## src/hw/rtl/rsb_pkg.sv

```systemverilog
// ----------------------------------------------------------------------------
// rsb_pkg
// shared constants, codes and types of the rotate / scale RGB565 blitter
// ----------------------------------------------------------------------------
`default_nettype none

package rsb_pkg;

  // source image geometry and scale limit
  localparam int SIDE      = 96;
  localparam int MAX_SCALE = 6;

  // field widths
  localparam int CFG_W     = 12;
  localparam int SCALE_W   = 3;
  localparam int CFG_IDX_W = 2;
  localparam int COMP_W    = 8;
  localparam int IN_W      = 3 * COMP_W;
  localparam int ADDR_W    = 24;
  localparam int COLOR_W   = 16;
  localparam int OUT_W     = ADDR_W + COLOR_W;
  localparam int USER_W    = 2;
  localparam int POS_W     = $clog2(SIDE);
  localparam int PROD_W    = POS_W + SCALE_W;
  localparam int SHOWN_W   = $clog2(SIDE * (2 ** SCALE_W));

  // register reset values
  localparam logic [CFG_W-1:0]   WIDTH_RST  = CFG_W'(320);
  localparam logic [CFG_W-1:0]   HEIGHT_RST = CFG_W'(240);
  localparam logic [CFG_W-1:0]   STRIDE_RST = CFG_W'(320);
  localparam logic [SCALE_W-1:0] SCALE_RST  = SCALE_W'(1);

  // tuser bit positions on the result side
  localparam int USER_FRAME_DONE = 0;
  localparam int USER_CFG_ERROR  = 1;

  typedef enum logic [CFG_IDX_W-1:0] {
    CFG_FRAME_WIDTH  = 2'd0,
    CFG_FRAME_HEIGHT = 2'd1,
    CFG_ROW_STRIDE   = 2'd2,
    CFG_SCALE_FACTOR = 2'd3
  } cfg_idx_e;

  typedef enum logic [2:0] {
    ST_IDLE,
    ST_CALC,
    ST_MUL,
    ST_EMIT,
    ST_ERR
  } rsb_state_e;

  // controller to datapath
  typedef struct packed {
    logic load;   // input beat taken
    logic calc;   // block origin terms
    logic mul;    // start address product
    logic beat;   // result beat taken during a run
  } rsb_cmd_t;

  // datapath to controller
  typedef struct packed {
    logic cfg_ok;   // current registers form a usable setup
    logic run_end;  // the shown beat is the last of its item
  } rsb_status_t;

  function automatic logic [COLOR_W-1:0] pack565(input logic [IN_W-1:0] rgb);
    logic [COMP_W-1:0] r, g, b;
    r = rgb[COMP_W-1:0];
    g = rgb[2*COMP_W-1:COMP_W];
    b = rgb[3*COMP_W-1:2*COMP_W];
    return {r[7:3], g[7:2], b[7:3]};
  endfunction

endpackage

`default_nettype wire

```

## src/hw/rtl/rotate_scale_blit_rgb565_unit.sv

```systemverilog
// ----------------------------------------------------------------------------
// rotate_scale_blit_rgb565_unit
// rotates a square RGB888 source a quarter turn anticlockwise, packs it to
// RGB565, upscales by an integer factor and centres it in a framebuffer
// ----------------------------------------------------------------------------
//
//  channel   | direction | beat content
//  ----------+-----------+-----------------------------------------------------
//  s_axis    | in        | one source pixel, raster order, column fastest
//  m_axis    | out       | one framebuffer write, or one error beat per pixel
//  cfg       | in        | register write: width, height, stride, scale
//
//  a pixel first forms the block origin, then the start address product, then
//  gives one write beat per cycle from the address counter while the output
//  does not stall; the next pixel is taken on the last beat
//  a pixel under an invalid setup gives a single error beat
//  output stalls hold the shown beat; the input waits until the run ends
//  reset returns the registers to 320 x 240, stride 320, scale 1, and the
//  source position to the top-left pixel
//
`default_nettype none

module rotate_scale_blit_rgb565_unit import rsb_pkg::*; (
  input  wire logic                 clk_i,
  input  wire logic                 rst_ni,
  // source pixels
  input  wire logic                 s_axis_tvalid,
  output logic                      s_axis_tready,
  input  wire logic [IN_W-1:0]      s_axis_tdata,   // red, green, blue
  // framebuffer writes
  output logic                      m_axis_tvalid,
  input  wire logic                 m_axis_tready,
  output logic [OUT_W-1:0]          m_axis_tdata,   // write_address, pixel_color
  output logic                      m_axis_tlast,   // last_of_run
  output logic [USER_W-1:0]         m_axis_tuser,   // frame_done, config_error
  // register writes
  input  wire logic                 cfg_we_i,
  input  wire logic [CFG_IDX_W-1:0] cfg_index_i,
  input  wire logic [CFG_W-1:0]     cfg_data_i
);

  rsb_cmd_t    cmd;
  rsb_status_t status;

  // sequencer: owns both handshakes
  rsb_ctrl u_ctrl (
    .clk_i      (clk_i),
    .rst_ni     (rst_ni),
    .s_tvalid_i (s_axis_tvalid),
    .s_tready_o (s_axis_tready),
    .m_tvalid_o (m_axis_tvalid),
    .m_tready_i (m_axis_tready),
    .status_i   (status),
    .cmd_o      (cmd)
  );

  // registers, position tracking and address generation
  rsb_dp u_dp (
    .clk_i       (clk_i),
    .rst_ni      (rst_ni),
    .cfg_we_i    (cfg_we_i),
    .cfg_index_i (cfg_index_i),
    .cfg_data_i  (cfg_data_i),
    .s_tdata_i   (s_axis_tdata),
    .cmd_i       (cmd),
    .status_o    (status),
    .m_tdata_o   (m_axis_tdata),
    .m_tlast_o   (m_axis_tlast),
    .m_tuser_o   (m_axis_tuser)
  );

endmodule

`default_nettype wire

```

## src/hw/rtl/rsb_ctrl.sv

```systemverilog
// ----------------------------------------------------------------------------
// rsb_ctrl
// sequencer of the blitter: accept, origin, product, write run or error beat
// ----------------------------------------------------------------------------
`default_nettype none

module rsb_ctrl import rsb_pkg::*; (
  input  wire logic        clk_i,
  input  wire logic        rst_ni,
  input  wire logic        s_tvalid_i,
  output logic             s_tready_o,
  output logic             m_tvalid_o,
  input  wire logic        m_tready_i,
  input  wire rsb_status_t status_i,
  output rsb_cmd_t         cmd_o
);

  rsb_state_e state_q, state_d;
  logic       free;

  // free to take an input: idle, or the final beat of the current item leaves now
  assign free = (state_q == ST_IDLE) ||
                (((state_q == ST_EMIT) || (state_q == ST_ERR)) &&
                 m_tready_i && status_i.run_end);

  always_comb begin
    state_d = state_q;
    unique case (state_q)
      ST_IDLE: begin
        if (s_tvalid_i) state_d = status_i.cfg_ok ? ST_CALC : ST_ERR;
      end
      ST_CALC: state_d = ST_MUL;
      ST_MUL:  state_d = ST_EMIT;
      ST_EMIT, ST_ERR: begin
        if (m_tready_i && status_i.run_end) begin
          if (s_tvalid_i) state_d = status_i.cfg_ok ? ST_CALC : ST_ERR;
          else            state_d = ST_IDLE;
        end
      end
      default: state_d = ST_IDLE;
    endcase
  end

  always_comb begin
    s_tready_o = free;
    m_tvalid_o = (state_q == ST_EMIT) || (state_q == ST_ERR);
    cmd_o.load = free && s_tvalid_i;
    cmd_o.calc = (state_q == ST_CALC);
    cmd_o.mul  = (state_q == ST_MUL);
    cmd_o.beat = (state_q == ST_EMIT) && m_tready_i;
  end

  always_ff @(posedge clk_i or negedge rst_ni) begin
    if (!rst_ni) begin
      state_q <= ST_IDLE;
    end else begin
      state_q <= state_d;
    end
  end

endmodule

`default_nettype wire

```

## src/hw/rtl/rsb_dp.sv

```systemverilog
// ----------------------------------------------------------------------------
// rsb_dp
// datapath: registers, source position, origin and address generation
// ----------------------------------------------------------------------------
`default_nettype none

module rsb_dp import rsb_pkg::*; (
  input  wire logic                 clk_i,
  input  wire logic                 rst_ni,
  input  wire logic                 cfg_we_i,
  input  wire logic [CFG_IDX_W-1:0] cfg_index_i,
  input  wire logic [CFG_W-1:0]     cfg_data_i,
  input  wire logic [IN_W-1:0]      s_tdata_i,
  input  wire rsb_cmd_t             cmd_i,
  output rsb_status_t               status_o,
  output logic [OUT_W-1:0]          m_tdata_o,
  output logic                      m_tlast_o,
  output logic [USER_W-1:0]         m_tuser_o
);

  localparam logic [POS_W-1:0] POS_LAST = POS_W'(SIDE - 1);

  logic [CFG_W-1:0]   width_q, height_q, stride_q;
  logic [SCALE_W-1:0] scale_q;
  logic [POS_W-1:0]   col_pos_q, row_pos_q;

  // per-item registers
  logic [SCALE_W-1:0] it_scale_q;
  logic [CFG_W-1:0]   it_stride_q, ox_q, oy_q, row0_q, col0_q;
  logic [POS_W-1:0]   rx_q, ry_q;
  logic [COLOR_W-1:0] color_q;
  logic               last_px_q, err_q;
  logic [SCALE_W-1:0] dx_q, dy_q;
  logic [ADDR_W-1:0]  line_q, addr_q;

  logic [SHOWN_W-1:0] shown;
  logic [CFG_W-1:0]   shown_x;
  logic               cfg_ok, dx_last, dy_last;
  logic [PROD_W-1:0]  prod_y, prod_x;

  assign shown   = SHOWN_W'(SHOWN_W'(SIDE) * SHOWN_W'(scale_q));
  assign shown_x = CFG_W'(shown);
  assign cfg_ok  = (scale_q != '0) && (scale_q <= SCALE_W'(MAX_SCALE)) &&
                   (stride_q >= width_q) && (shown_x <= width_q) &&
                   (shown_x <= height_q);

  assign prod_y = PROD_W'(ry_q) * PROD_W'(it_scale_q);
  assign prod_x = PROD_W'(rx_q) * PROD_W'(it_scale_q);

  assign dx_last = (dx_q == it_scale_q - SCALE_W'(1));
  assign dy_last = (dy_q == it_scale_q - SCALE_W'(1));

  assign status_o.cfg_ok  = cfg_ok;
  assign status_o.run_end = err_q || (dx_last && dy_last);

  // configuration registers
  always_ff @(posedge clk_i or negedge rst_ni) begin
    if (!rst_ni) begin
      width_q  <= WIDTH_RST;
      height_q <= HEIGHT_RST;
      stride_q <= STRIDE_RST;
      scale_q  <= SCALE_RST;
    end else if (cfg_we_i) begin
      unique case (cfg_idx_e'(cfg_index_i))
        CFG_FRAME_WIDTH:  width_q  <= cfg_data_i;
        CFG_FRAME_HEIGHT: height_q <= cfg_data_i;
        CFG_ROW_STRIDE:   stride_q <= cfg_data_i;
        CFG_SCALE_FACTOR: scale_q  <= cfg_data_i[SCALE_W-1:0];
        default: ;
      endcase
    end
  end

  // source position, raster order, moves only on a usable setup
  always_ff @(posedge clk_i or negedge rst_ni) begin
    if (!rst_ni) begin
      col_pos_q <= '0;
      row_pos_q <= '0;
    end else if (cmd_i.load && cfg_ok) begin
      if (col_pos_q >= POS_LAST) begin
        col_pos_q <= '0;
        row_pos_q <= (row_pos_q >= POS_LAST) ? '0 : row_pos_q + POS_W'(1);
      end else begin
        col_pos_q <= col_pos_q + POS_W'(1);
      end
    end
  end

  always_ff @(posedge clk_i or negedge rst_ni) begin
    if (!rst_ni) begin
      err_q <= 1'b0;
    end else if (cmd_i.load) begin
      err_q <= !cfg_ok;
    end
  end

  // payload registers
  always_ff @(posedge clk_i) begin
    if (cmd_i.load) begin
      color_q     <= pack565(s_tdata_i);
      it_scale_q  <= scale_q;
      it_stride_q <= stride_q;
      ox_q        <= (width_q - shown_x) >> 1;
      oy_q        <= (height_q - shown_x) >> 1;
      rx_q        <= row_pos_q;
      ry_q        <= POS_LAST - col_pos_q;
      last_px_q   <= (col_pos_q == POS_LAST) && (row_pos_q == POS_LAST);
    end
    if (cmd_i.calc) begin
      row0_q <= oy_q + CFG_W'(prod_y);
      col0_q <= ox_q + CFG_W'(prod_x);
      dx_q   <= '0;
      dy_q   <= '0;
    end
    if (cmd_i.mul) begin
      line_q <= ADDR_W'(row0_q) * ADDR_W'(it_stride_q) + ADDR_W'(col0_q);
      addr_q <= ADDR_W'(row0_q) * ADDR_W'(it_stride_q) + ADDR_W'(col0_q);
    end
    if (cmd_i.beat) begin
      if (dx_last) begin
        dx_q   <= '0;
        dy_q   <= dy_q + SCALE_W'(1);
        line_q <= line_q + ADDR_W'(it_stride_q);
        addr_q <= line_q + ADDR_W'(it_stride_q);
      end else begin
        dx_q   <= dx_q + SCALE_W'(1);
        addr_q <= addr_q + ADDR_W'(1);
      end
    end
  end

  assign m_tdata_o = err_q ? '0 : {color_q, addr_q};
  assign m_tlast_o = !err_q && dx_last && dy_last;
  assign m_tuser_o[USER_FRAME_DONE] = !err_q && dx_last && dy_last && last_px_q;
  assign m_tuser_o[USER_CFG_ERROR]  = err_q;

endmodule

`default_nettype wire

```

## config.mk

```make
export PLATFORM = sky130hd
export DESIGN_NAME = rotate_scale_blit_rgb565_unit
export DESIGN_NICKNAME = d
export VERILOG_FILES = /design/src/hw/rtl/rsb_pkg.sv /design/src/hw/rtl/rotate_scale_blit_rgb565_unit.sv /design/src/hw/rtl/rsb_ctrl.sv /design/src/hw/rtl/rsb_dp.sv
export SDC_FILE = /design/constraint.sdc
export NUM_CORES = 1
export LEC_CHECK = 0
export BUFFER_PORTS_ARGS = -buffer_cell sky130_fd_sc_hd__buf_2
export CAP_MARGIN = 20
export CORE_AREA = 3 3 172 174
export DETAILED_ROUTE_END_ITERATION = 8
export DIE_AREA = 0 0 175 177
export PLACE_DENSITY_LB_ADDON = 0.1
export SYNTH_ARGS = -nofsm -noshare
export SYNTH_HDL_FRONTEND = slang
export SYNTH_SLANG_ARGS = --single-unit
```

## constraint.sdc

```tcl
create_clock -name clk_i -period 8.9 [get_ports clk_i]
set_input_delay 1.78 -clock clk_i [delete_from_list [all_inputs] [get_ports clk_i]]
set_output_delay 1.78 -clock clk_i [all_outputs]
set_load 0.05 [all_outputs]
```

# [After elaboration in Yosys (flattened, before gate mapping)]
# Cells that the tools add are included.
[op_classes] addsub=13 multipliers=4 magnitude_cmp=6 n_eq_ne=13 n_mux=20 reduce_logical=32
[ops] cell="24-bit two-way mux" n=6
[ops] cell="24-bit by 12-bit adder with 24-bit output" n=2
[ops] cell="40-bit two-way mux" n=1
[ops] cell="3-bit two-way mux" n=10
[ops] cell="11-bit by 10-bit adder with 12-bit output" n=2
[ops] cell="24-bit by 1-bit adder with 24-bit output (second input constant)" n=1
[ops] cell="10-bit by 12-bit <= comparator with 1-bit output" n=2
[ops] cell="12-bit by 12-bit multiplier with 24-bit output" n=1
[ops] cell="12-bit by 10-bit subtractor with 12-bit output" n=2
[ops] cell="7-bit by 3-bit multiplier with 10-bit output" n=2
[ops] cell="1-bit logical AND" n=15
[ops] cell="7-bit by 1-bit adder with 7-bit output (second input constant)" n=2
[ops] cell="7-bit equality test (second input constant)" n=2
[ops] cell="7-bit >= comparator (second input constant)" n=2
[ops] cell="7-bit two-way mux" n=2
[ops] cell="12-bit >= comparator" n=1
[ops] cell="3-bit case mux with 4 select lines" n=1
[ops] cell="2-bit AND reduction" n=6
[ops] cell="7-bit subtractor (first input constant)" n=1
[ops] cell="3-bit by 1-bit adder with 3-bit output (second input constant)" n=2
[ops] cell="3-bit by 2-bit equality test with 1-bit output (second input constant)" n=2
[ops] cell="3-bit equality test" n=2
[ops] cell="2-bit by 3-bit multiplier with 5-bit output (first input constant)" n=1
[ops] cell="2-bit equality test (second input constant)" n=2
[ops] cell="other kinds (14)" n=18
[word_totals] regBits=203 in_bits=43 out_inout_bits=45 wordCells=110

# [Longest topological paths before layout]
[depth] ltp_word=9 mapped_depth=22 mapped_depth_nobuf=20

# [Hierarchy]
# Synthesis repeated with hierarchy kept, for this count alone.
[unflattened] hier_cells=1733 hier_area_um2=16859.9
[modules_own_cells] module="rsb_dp" instances=1 cells_each=1704 area_each_um2=16604.7
[modules_own_cells] module="rsb_ctrl" instances=1 cells_each=29 area_each_um2=255.2

# [Worst setup path after synthesis]
# OpenSTA, ideal clock, no wires.
[synth_timing] kind="reg-to-reg" start="register u_dp.it_stride_q[11]" end="register u_dp.addr_q[22] (data pin)" t_arrival_ps=5249 slack_ps=3390 stages_incl_launch_ff=22 n_path_buf=2 period_less_slack_ps=5510 path_cell_list="edfxtp_1 -> clkbuf_1 -> and2_1 -> fa_1 -> inv_1 -> fa_1 -> fa_1 -> inv_1 -> fa_1 -> inv_1 -> fa_1 -> inv_1 -> ha_1 -> clkbuf_1 -> a21oi_1 -> a21oi_1 -> a211oi_1 -> o22ai_1 -> and2_1 -> nand4_1 -> o311ai_0 -> a221o_1"
[synth_via] elab_chain_cells=4 word_cells_on_any_way=6 cone_classes="2 x add/sub; 1 x mul; 3 x mux"
[synth_lines] item="start, declared" line="rsb_dp.sv:29" text="logic [CFG_W-1:0] it_stride_q, ox_q, oy_q, row0_q, col0_q;"
[synth_lines] item="start signal, assigned" line="rsb_dp.sv:102" text="it_stride_q <= stride_q;"
[synth_lines] item="12-bit by 12-bit multiplier with 24-bit output" line="rsb_dp.sv:117" text="addr_q <= ADDR_W'(row0_q) * ADDR_W'(it_stride_q) + ADDR_W'(col0_q);"
[synth_lines] item="24-bit by 12-bit adder with 24-bit output" line="rsb_dp.sv:117"
[synth_lines] item="24-bit two-way mux" line="rsb_dp.sv:115" text="if (cmd_i.mul) begin"
[synth_lines] item="24-bit two-way mux (*)" line="rsb_dp.sv:119" text="if (cmd_i.beat) begin"
[synth_lines] item="end signal, assigned" line="rsb_dp.sv:117"
[synth_lines] item="end signal, assigned" line="rsb_dp.sv:124" text="addr_q <= line_q + ADDR_W'(it_stride_q);"
[synth_lines] item="end signal, assigned" line="rsb_dp.sv:127" text="addr_q <= addr_q + ADDR_W'(1);"
[synth_lines] item="end, declared" line="rsb_dp.sv:34" text="logic [ADDR_W-1:0] line_q, addr_q;"
# Mark *: on every way between the ends. The rest lies on a longest branch, timed or not. The select of a mux whose other input is x is not followed.
# A chain may end at the register's enable or synchronous reset.

# [Final worst setup path]
# Same ends and word-level chain as after synthesis.

==> summary.txt <==
Worst hold path
  • HP Start: u_dp.height_q[1]
  • Path category of the worst min-delay check: reg -> reg
  • Hold endpoint: u_dp.oy_q[0]
  • Hold path cells: 0

Clock network
  • Hold_buf cts: 0
  • Clock H-tree levels: 1
  • CTS max path bufs: 3
  • Skew-Pair Late Insertion Delay: 520 ps
  • Clk sinks: roughly 200
  • Total CTS buffers: 23
  • Worst-path clk slew: 60 ps
  • Post-cts sizing count: 0
  • Clk root buf: clkbuf_16
  • Setup Buffers After CTS: 0
  • TritonCTS clock tree: done

Synthesis
  • Area share of the largest cell type after synthesis: between 20% and 30%
  • Syn Std Cell Area: 0.0169 sq mm
  • Synth unique cells: ~70
  • XOR/XNOR Fraction of Synth Area: just over 5%
  • Mux contribution to synthesized area: 2.10%
  • Synth Area in Compound Gates: between 10% and 20%
  • Post-Syn Nets: between 2k and 2.5k
  • Yosys reg bits: roughly 200
  • Post-synthesis sequential area ratio: between 30% and 40%
  • Number of flops mapped to enable cells by yosys: between 100 and 150
  • Yosys warning count: 0
  • Post-Synth Adder-Cell Area: between 20% and 30%
  • Asr flop ratio synth: roughly 28%
  • Post-Syn Area per Cell: a little under 10 sq um
  • Area leader, netlist: edfxtp_1
  • Largest family of logic cells by synthesized area: adder cells
  • Top post-synthesis cells by area: edfxtp_1 (21%), fa_1 (17%), ha_1 (11%)
  • Simple-gate share of the synthesized area: between 15 and 20%
  • Most used DFF post-synth: edfxtp_1
  • Cells after Synth: roughly 1.7k

Critical path
  • Crit path largest cell delay: 680 ps
  • Reg-to-Reg End: u_dp.addr_q[22]
  • Top cell by count, worst path: fa_1
  • Startpoint of the worst register-to-register path: u_dp.it_stride_q[11]
  • CP max stage cell: o311ai_0
  • Crit path launch: u_dp.it_stride_q[11]
  • Startpoint types: flop
  • Crit path max fanout: 13
  • Critical path class: reg -> reg
  • CP arrival: around 6600 ps
  • Crit path cell chain: and2_1, fa_1, inv_1, fa_1, fa_1, inv_1, fa_1, inv_1, fa_1, inv_1, ha_1, a21oi_1, a21oi_1, a211oi_1, o22ai_1, and2_1, o311ai_0, a221o_1
  • R2R cell count: 18
  • Crit. End Element: flop
  • FF-to-FF setup slack: between 2000 and 3000 ps
  • Req. time, crit path: slightly above 9000 ps

Final layout
  • Filler cells: around 2.3k
  • Share of cells above drive strength 1: 9.66%
  • Area Growth Syn to Fin: 8.52%
  • # diodes: 0
  • Final net count: approximately 2.1k

Timing
  • Fin crit share: between 60% and 70%
  • Worst-margin pin slew: ~1000 ps
  • Final Hold Vio Count: 0
  • Unrepaired setup endpoints after global routing: no
  • Setup violators final: 0
  • Setup Skew: 30.7 ps
  • Slew Limit Fails: 0
  • Post-layout min period: just over 6000 ps
  • Max transition margin: a little under a third
  • Setup TNS: 0 ps
  • FMAX: 0.162 GHz
  • Setup ws final: about 2700 ps

Placement
  • Pre-CTS setup slack: 2750 ps
  • I/O Buffers: 79
  • Final estimated routing congestion in global placement: slightly below 0.9
  • Dpl hpwl: roughly 28000 um

Floorplanning
  • IO Pins: 88
  • Die width: 175 um
  • Die H: ~180 um
  • Num rows: 61
  • Initial core utilization: approximately 61%
  • Die area: approximately 0.031 sq mm
  • Core area: about 0.028 sq mm

Global routing
  • First-pass GRT wire length: 59600 um
  • Pin count of the biggest net entering global routing: between 70 and 80
  • Gr usage total: a little under a quarter
  • Vias in the first global route: approximately 12k
  • Initial antenna violation count: 0
  • Gr ovfl total: 0

Detailed routing
  • Post-DR vias/cell: around 5.5
  • Post-detailed-route wirelength per cell: about 16 um
  • Routed wire length: around 35000 um
  • DRC Markers: 0
  • DR iter-0 viols: about 570
  • First-pass DRT Iterations: 5
  • Total number of vias: 11.9k
  • DRT antenna net count: 0

Outcome
  • Status: complete, no violations

Flow run
  • Max Cap Viol: 0
==> synth_stat cells, types with 8 or more instances <==
cell type  instances
nor3_1             9
and3_1            14
o22ai_1            9
xnor2_1           53
o21ai_0           61
a31oi_1           17
ha_1             143
nand4_1           10
nor2b_1           51
edfxtp_1         119
a21oi_1           74
nor2_1            68
mux2_2            28
xor2_1            42
dfstp_2            9
o21bai_1           8
dfxtp_1           27
o21ai_1           23
fa_1             141
nand2_1          210
dfrtp_1           48
and2_1            85
a21o_1            29
inv_1            254
nand2b_1          11
clkbuf_1          57
nand3_1           30
a211oi_1          17
==> cells in the final DEF, fill, tap and decap left out, types with 27 or more instances in the layout <==
cell,n
a21o_1,29
a21oi_1,74
and2_1,84
buf_2,79
dfrtp_1,48
dfxtp_1,27
edfxtp_1,119
fa_1,141
ha_1,143
inv_1,254
mux2_2,28
nand2_1,210
nand3_1,30
nor2_1,67
nor2b_1,51
o21ai_0,61
xnor2_1,53
xor2_1,42
==> cell type report <==
class | instances | area, sq um | area share, %
multi-input cells | 1213 | 10200 | 55.4
flip-flops and latches | 203 | 5550 | 30.2
inverters | 254 | 953 | 5.19
clock buffers | 29 | 608 | 3.31
repair buffers | 89 | 477 | 2.60
well taps | 378 | 473 | 2.58
clock inverters | 13 | 135 | 0.736
==> cell families (layout without fill, tap and decap cells) <==
group | after synthesis | after routing
AND/OR/NAND/NOR | 516 | 516
buffers and inverters | 318 | 385
AO/OA/AOI/OAI | 285 | 285
adder cells (fa/ha/maj) | 284 | 284
flip-flops | 203 | 203
XOR/XNOR | 96 | 96
multiplexers | 32 | 32
==> flip-flops by register name, summed over array words and instances, names as in the netlist, 12 cells and up <==
register	count
u_dp.addr_q	24
u_dp.col0_q	12
u_dp.color_q	16
u_dp.height_q	12
u_dp.it_stride_q	12
u_dp.line_q	24
u_dp.row0_q	12
u_dp.stride_q	12
u_dp.width_q	12
==> per-layer routing <==
layer | GRT usage, % | part of all wire (%)
met5 | 0 | 0
met4 | 7.58 | 3.4
met3 | 2.66 | 3.2
met2 | 41.9 | 50
met1 | 30.0 | 43
==> critical path, delay by kind of cell, from the launching register on <==
family,cells,cell delay [ps]
simple gates,2,470
compound gates,6,1660
buf+inv,4,200
fa+ha+maj,6,3080
flops,1,630
==> metrics by stage <==
step | util, % | cells | area, sq um | hold WS (ps)
2_1_floorplan | - | 1734 | 16900 | 425
3_3_place_gp | 63.0 | 2136 | 17600 | 459
3_5_place_dp | 63.0 | 2136 | 17600 | 466
4_1_cts | 65.7 | 2178 | 18400 | 481
5_1_grt | 65.7 | 2179 | 18400 | 476
6_report | 65.7 | 2179 | 18400 | 475
==> how the worst max path moves through the flow <==
stage	slack [ps]	endpoint
5_1_grt	2580	u_dp.addr_q[22]
4_1_cts	2770	u_dp.addr_q[22]
3_5_place_dp	2750	u_dp.addr_q[22]
2_1_floorplan	3390	u_dp.addr_q[22]
3_3_place_gp	2850	u_dp.addr_q[22]
6_report	2740	u_dp.addr_q[22]
Power is not shown: default switching activity piles up to over one toggle a cycle in this logic, so the estimate is an artifact.
